File: src/design/ntg_pkg.sv
// package: shared types, constants and reset values for the twiddle generator
`timescale 1ns / 1ps

package ntg_pkg;

    localparam int DEF_EXPONENT_BITS = 9;
    localparam int DATA_W            = 32;
    localparam int MOD_W             = 31;
    localparam int CFG_IDX_W         = 3;
    localparam int PROD_W            = 64;
    localparam int MAG_W             = 63;
    localparam int STEP_W            = 6;

    // register indexes of the configuration port
    typedef enum logic [CFG_IDX_W-1:0] {
        CFG_MODULUS = 3'd0,
        CFG_ROOT    = 3'd1,
        CFG_MONT    = 3'd2,
        CFG_QINV    = 3'd3,
        CFG_INV_N   = 3'd4
    } cfg_idx_t;

    localparam logic [MOD_W-1:0]         RST_MODULUS = 31'd8380417;
    localparam logic [MOD_W-1:0]         RST_ROOT    = 31'd1753;
    localparam logic signed [DATA_W-1:0] RST_MONT    = -32'sd4186625;
    localparam logic signed [DATA_W-1:0] RST_QINV    = 32'sd58728449;
    localparam logic [MOD_W-1:0]         RST_INV_N   = 31'd8347681;

    typedef struct packed {
        logic [MOD_W-1:0]         modulus;
        logic [MOD_W-1:0]         root;
        logic signed [DATA_W-1:0] mont;
        logic signed [DATA_W-1:0] qinv;
        logic [MOD_W-1:0]         inv_n;
    } cfg_t;

    // operand pairs of the shared modular multiplier
    typedef enum logic [1:0] {
        OP_ACC_BASE = 2'd0,
        OP_BASE_SQR = 2'd1,
        OP_ACC_MONT = 2'd2,
        OP_ACC_INVN = 2'd3
    } mul_op_t;

    typedef struct packed {
        logic    init;
        logic    start;
        mul_op_t op;
        logic    emit;
    } dp_cmd_t;

    typedef struct packed {
        logic mul_done;
        logic mul_busy;
    } dp_status_t;

endpackage

File: src/design/ntg_if.sv
// interfaces: input item channel and result channel
`timescale 1ns / 1ps

interface ntg_item_if #(
    parameter int EXPONENT_BITS = 9
);
    logic                     valid;
    logic                     ready;
    logic [EXPONENT_BITS-1:0] exponent;
    logic                     final_scale;

    modport source (output valid, output exponent, output final_scale, input ready);
    modport sink (input valid, input exponent, input final_scale, output ready);
endinterface


File: src/design/ntg_controller.sv
// controller: square-and-multiply and scaling sequence, input and output handshakes
`timescale 1ns / 1ps

module ntg_controller
    import ntg_pkg::*;
#(
    parameter int EXPONENT_BITS = DEF_EXPONENT_BITS
)
(
    input  logic       clk,
    input  logic       rst_n,
    ntg_item_if.sink   item,
    input  logic       result_ready,
    output logic       result_valid,
    input  dp_status_t status,
    output dp_cmd_t    cmd
);

    typedef enum logic [11:0] {
        S_IDLE     = 12'b000000000001,
        S_BIT      = 12'b000000000010,
        S_WAIT_MUL = 12'b000000000100,
        S_SQR      = 12'b000000001000,
        S_WAIT_SQR = 12'b000000010000,
        S_MONT1    = 12'b000000100000,
        S_WAIT_M1  = 12'b000001000000,
        S_MONT2    = 12'b000010000000,
        S_WAIT_M2  = 12'b000100000000,
        S_INVN     = 12'b001000000000,
        S_WAIT_INV = 12'b010000000000,
        S_OUT      = 12'b100000000000
    } state_t;

    state_t                   state_reg, state_next;
    logic [EXPONENT_BITS-1:0] exp_reg, exp_next;
    logic                     fin_reg, fin_next;
    logic                     out_valid_reg, out_valid_next;
    logic                     take;

    assign take       = item.valid && item.ready;
    assign item.ready = (state_reg == S_IDLE);

    // next state and datapath commands
    always_comb
    begin
        state_next = state_reg;
        exp_next   = exp_reg;
        fin_next   = fin_reg;
        cmd.init   = 1'b0;
        cmd.start  = 1'b0;
        cmd.op     = OP_ACC_BASE;
        cmd.emit   = 1'b0;
        unique case (state_reg)
            S_IDLE:
            begin
                if (item.valid)
                begin
                    cmd.init   = 1'b1;
                    exp_next   = item.exponent;
                    fin_next   = item.final_scale;
                    state_next = S_BIT;
                end
            end
            S_BIT:
            begin
                if (exp_reg == '0)
                begin
                    state_next = S_MONT1;
                end
                else if (exp_reg[0])
                begin
                    cmd.start  = 1'b1;
                    cmd.op     = OP_ACC_BASE;
                    state_next = S_WAIT_MUL;
                end
                else
                begin
                    cmd.start  = 1'b1;
                    cmd.op     = OP_BASE_SQR;
                    state_next = S_WAIT_SQR;
                end
            end
            S_WAIT_MUL: if (status.mul_done) state_next = S_SQR;
            S_SQR:
            begin
                cmd.start  = 1'b1;
                cmd.op     = OP_BASE_SQR;
                state_next = S_WAIT_SQR;
            end
            S_WAIT_SQR:
            begin
                if (status.mul_done)
                begin
                    exp_next   = exp_reg >> 1;
                    state_next = S_BIT;
                end
            end
            S_MONT1:
            begin
                cmd.start  = 1'b1;
                cmd.op     = OP_ACC_MONT;
                state_next = S_WAIT_M1;
            end
            S_WAIT_M1: if (status.mul_done) state_next = fin_reg ? S_MONT2 : S_OUT;
            S_MONT2:
            begin
                cmd.start  = 1'b1;
                cmd.op     = OP_ACC_MONT;
                state_next = S_WAIT_M2;
            end
            S_WAIT_M2: if (status.mul_done) state_next = S_INVN;
            S_INVN:
            begin
                cmd.start  = 1'b1;
                cmd.op     = OP_ACC_INVN;
                state_next = S_WAIT_INV;
            end
            S_WAIT_INV: if (status.mul_done) state_next = S_OUT;
            S_OUT:
            begin
                if (!out_valid_reg || result_ready)
                begin
                    cmd.emit   = 1'b1;
                    state_next = S_IDLE;
                end
            end
            default: state_next = S_IDLE;
        endcase
    end

    // output slot occupancy
    always_comb
    begin
        out_valid_next = out_valid_reg;
        if (out_valid_reg && result_ready)
            out_valid_next = 1'b0;
        if (cmd.emit)
            out_valid_next = 1'b1;
    end

    always_ff @(posedge clk or negedge rst_n)
    begin
        if (!rst_n)
        begin
            state_reg     <= S_IDLE;
            out_valid_reg <= 1'b0;
        end
        else
        begin
            state_reg     <= state_next;
            out_valid_reg <= out_valid_next;
        end
    end

    always_ff @(posedge clk)
    begin
        exp_reg <= exp_next;
        fin_reg <= fin_next;
    end

    assign result_valid = out_valid_reg;

    // a finished product only arrives while the sequencer waits for one
    assert property (@(posedge clk) disable iff (!rst_n)
        status.mul_done |-> (state_reg == S_WAIT_MUL || state_reg == S_WAIT_SQR ||
                             state_reg == S_WAIT_M1 || state_reg == S_WAIT_M2 ||
                             state_reg == S_WAIT_INV))
        else $error("reducer finished outside a wait state");

    // a product is never issued while the reducer is still busy
    assert property (@(posedge clk) disable iff (!rst_n)
        cmd.start |-> !status.mul_busy)
        else $error("multiplier issued while reducer busy");

    // an accepted item always starts the exponent walk
    assert property (@(posedge clk) disable iff (!rst_n)
        take |=> state_reg == S_BIT)
        else $error("accepted item did not start");

    // a result is loaded only into a free or draining output slot
    assert property (@(posedge clk) disable iff (!rst_n)
        cmd.emit |-> (!out_valid_reg || result_ready))
        else $error("result overwritten before transfer");

endmodule

File: src/flat_wrapper.sv
// flat-port wrapper written by rule: the top's interface ports become plain ports
module ntg_controller_flat import ntg_pkg::*;
#(
    parameter int EXPONENT_BITS = DEF_EXPONENT_BITS
)
  (clk, rst_n, result_ready, result_valid, status, cmd, item_valid, item_exponent, item_final_scale, item_ready);
  ntg_item_if #(.EXPONENT_BITS(EXPONENT_BITS)) item_i ();
  input  logic clk;
  input  logic rst_n;
  input  logic result_ready;
  output logic result_valid;
  input  dp_status_t status;
  output dp_cmd_t cmd;
  input wire logic [$bits(item_i.valid)-1:0] item_valid;
  input wire logic [$bits(item_i.exponent)-1:0] item_exponent;
  input wire logic [$bits(item_i.final_scale)-1:0] item_final_scale;
  output wire logic [$bits(item_i.ready)-1:0] item_ready;
  assign item_i.valid = item_valid;
  assign item_i.exponent = item_exponent;
  assign item_i.final_scale = item_final_scale;
  assign item_ready = item_i.ready;
  ntg_controller #(.EXPONENT_BITS(EXPONENT_BITS)) u_core (.clk(clk), .rst_n(rst_n), .item(item_i), .result_ready(result_ready), .result_valid(result_valid), .status(status), .cmd(cmd));
endmodule
File: config.mk
export PLATFORM = sky130hd
export DESIGN_NAME = ntg_controller_flat
export DESIGN_NICKNAME = d
export VERILOG_FILES = /design/src/design/ntg_pkg.sv /design/src/design/ntg_if.sv /design/src/design/ntg_controller.sv /design/src/flat_wrapper.sv
export SDC_FILE = /design/constraint.sdc
export NUM_CORES = 1
export LEC_CHECK = 0
export BUFFER_PORTS_ARGS = -buffer_cell sky130_fd_sc_hd__buf_2
export CAP_MARGIN = 15
export CORE_ASPECT_RATIO = 1.2
export CORE_MARGIN = 4
export CORE_UTILIZATION = 55
export DETAILED_ROUTE_END_ITERATION = 8
export GPL_TIMING_DRIVEN = 1
export PLACE_DENSITY = 0.78
export SYNTH_ARGS = -nofsm -noshare
export SYNTH_HDL_FRONTEND = slang
export SYNTH_SLANG_ARGS = --single-unit
export TNS_END_PERCENT = 100
File: constraint.sdc
create_clock -name clk -period 3.2 [get_ports clk]
set_input_delay 0.32 -clock clk [delete_from_list [all_inputs] [get_ports clk]]
set_output_delay 0.32 -clock clk [all_outputs]
set_load 0.01 [all_outputs]
==> metrics.yaml <==
pwr:
  clkPwrFrac: 0.136
  p_seq_frac: 0.462
  p_leak_uw: 0.000635
  p_per_area_nw_per_um2: 672
  p_sw_uw: 367
  p_int_uw: 621
  swShare: 0.371
  peakVddDrop_mv: 0.524
  combinationalPowerShare: 0.402
worst_hold_path:
  min_from: "item_final_scale"
  hold_path_depth: 1
  min_path_type: "input port to register"
  hold_end: "u_core.fin_reg"
place:
  portBuffers: 21
  place_area_sq_um: 1430
  gp_congestion: 0.836
  dpl.hpwl_microns: 2020
global_route:
  grt_overflow: 0
  grt_pass1_vias: 964
  grt_max_degree: 14
  gr-usage-met2: 0.346
  grt-busiest-layer: "met2"
  antenna_found_initial: 0
  grt_pass1_wl_microns: 4460
  globalRouteMet1Util: 0.228
  grt_usage: 0.190
  met3_usage: 0.0310
drt:
  viasPerCell: 5.82
  drc: 0
  wl_per_cell_microns: 15.7
  ant_nets: 0
  vias: 960
  drt-initial-drc-count: 29
  drt-total-wl_microns: 2600
  firstDrtPassIters: 4
floorplan:
  io_pins: 23
  die_area_sq_um: 3270
  die_w_microns: 52.9
  fp-row-count: 19
  initial_core_util: 0.577
  core_area_sq_um: 2310
  die_h_microns: 61.9
sta:
  period_needed_ns: 2.75
  max_slew_margin: 0.677
  max_freq_mhz: 363
  worst_clock_skew_ns: 0.00309
  finalSetupTns_ns: 0
  rsz0062_at_grt: "false"
  worstMarginPinSlew_ns: 0.485
  finalCritPeriodShare: 0.860
  drv_slew: 0
  hold_viol: 0
  finalHoldWorstSlack_ns: 0.172
  setup_viol_count_final: 0
finish:
  largest_reg_flops: 12
  finish.instance_area_sq_um: 1470
  final_util: 0.638
  syn2layout_area_growth_pct: 10.5
  diodes: 0
  seqCellArea_sq_um: 627
  nFillCells: 202
  drive_above_1_share: 0.306
  multi_input_area_sq_um: 656
  fin_nets: 151
worst_setup_path:
  critPathMaxFanout: 10
  endpoint_kind: "output pin"
  r2r_end: "u_core.exp_reg[0]"
  critPathMaxStageDelay_ns: 0.54
  arrival_ns: 2.43
  cp.required_ns: 2.88
  critical_path_class: "register to output pin"
  critical-path-top-delay-family: "simple AND/OR/NAND/NOR gates"
  slowest_stage: "dfrtp_1"
  rrSetupSlack_ns: 0.66
  crit_path_start_kind: "register"
  path_cells: "nor4_4, nand3_1, nor3b_1, nand2_1, o211ai_1, buf_2"
  cp-startpoint: "u_core.state_reg[9]"
  rr_worst_depth: 6
  worst-path-buf-inv: 1
  r2r-start: "u_core.state_reg[9]"
logic_synthesis:
  syn-num-nets: 130
  ys_warn_count: 0
  synth_cells: 114
  ys_types: 45
  synth_edf_count: 10
  ys_seq_elements: 23
  avgSynthCellArea_sq_um: 11.7
  synthArstFlopShare: 0.565
  synthFlopType: "dfrtp_1"
  synth_area_sq_um: 1330
  synth-seq-area-share: 0.471
clock_network:
  ctsResizeCount: 0
  clk_latency_ns: 0.31
  cts.sink_count: 23
  cts-root-buf: "clkbuf_4"
  hold_buffers: 1
  cts.path.max_buffers: 2
  cts-htree-levels: 1
  cts_tree: "yes"
  postCtsSetupBuffers: 0
  cts_buffers: 3
  clkTransAtPathRegs_ns: 0.12
flow_run:
  cap_violations: 0
run_status:
  status: "complete, no violations"
[worst register-to-register path: cells and delay by family (launching register included)]
kind	cells	cell delay [ns]
and+or+nand+nor	4	1.28
buffers and inverters	1	0.09
AOI/OAI and AO/OA	1	0.31
DFF	1	0.54
[metal layers]
| layer | share of wire | vias up |
|---|---|---|
| met5 | 0 | - |
| met4 | 0.015 | 0 |
| met2 | 0.54 | 34 |
| met1 | 0.40 | 453 |
| met3 | 0.047 | 5 |
| li1 | - | 468 |
[cell type report]
cell class | instances | share of cell area
Clock buffer | 4 | 0.0179
Timing Repair Buffer | 22 | 0.0783
Inverter | 2 | 0.00511
Sequential cell | 23 | 0.426
Tap cell | 31 | 0.0264
Multi-Input combinational cell | 83 | 0.446
[per-stage QoR]
stage	power, uW	setup slack (ns)	cells
floorplan	752	0.827	114
global placement	844	0.748	160
detailed placement	861	0.693	160
CTS	996	0.470	165
global route	1050	0.297	165
finish	988	0.447	165
[Yosys cell counts (3+ instances only)]
cell type | instances | area, sq um
a21o_1 | 3 | 22.5
dfrtp_1 | 12 | 300
edfxtp_1 | 10 | 300
mux2_2 | 8 | 90.1
nand2_1 | 6 | 22.5
nand3_1 | 5 | 25.0
nor2_1 | 12 | 45.0
nor2b_1 | 3 | 18.8
nor3_1 | 5 | 25.0
nor4_4 | 3 | 63.8
o21ai_0 | 3 | 15.0
xor2_1 | 3 | 26.3
[worst max-delay path by stage]
stage,cells after the start,endpoint,slack [ns]
finish,6,cmd[1],0.45
global route,6,cmd[1],0.30
CTS,6,cmd[1],0.47
detailed placement,6,u_core.exp_reg[0],0.69
global placement,6,u_core.exp_reg[0],0.75
floorplan,7,u_core.exp_reg[0],0.83
[cells in the final DEF (no fill, tap or decap), types with 2 or more instances in the layout]
| cell | count |
|---|---|
| a21o_1 | 3 |
| nand2_1 | 6 |
| o21ai_0 | 3 |
| nand4_1 | 2 |
| nor2_1 | 12 |
| nand3_1 | 5 |
| nand4b_1 | 2 |
| nor2b_1 | 3 |
| nor3_1 | 5 |
| dfrtp_1 | 12 |
| nor4b_1 | 2 |
| and2_1 | 2 |
| xor2_1 | 3 |
| edfxtp_1 | 10 |
| inv_1 | 2 |
| buf_2 | 21 |
| nor3b_1 | 2 |
| nor4_4 | 3 |
| mux2_2 | 8 |
| clkbuf_4 | 3 |
[cell families (layout without fill, tap and decap cells)]
| kind of cell | count (synthesis) | in the layout | synth area share |
|---|---|---|---|
| AOI/OAI and AO/OA | 15 | 15 | 0.108 |
| buffers and inverters | 8 | 28 | 0.0357 |
| muxes | 9 | 9 | 0.0753 |
| xor gates and xnor gates | 4 | 4 | 0.0263 |
| and+or+nand+nor | 55 | 55 | 0.283 |
| DFF | 23 | 23 | 0.471 |
[power by group through the flow]
stage	clock network, uW	registers (uW)	logic [uW]
4_1_cts	139	456	401
3_5_place_dp	0	462	399
6_report	134	456	398
5_1_grt	152	466	434
2_1_floorplan	0	439	313
3_3_place_gp	0	458	386
Note: power is estimated with default switching activity, not from simulation.
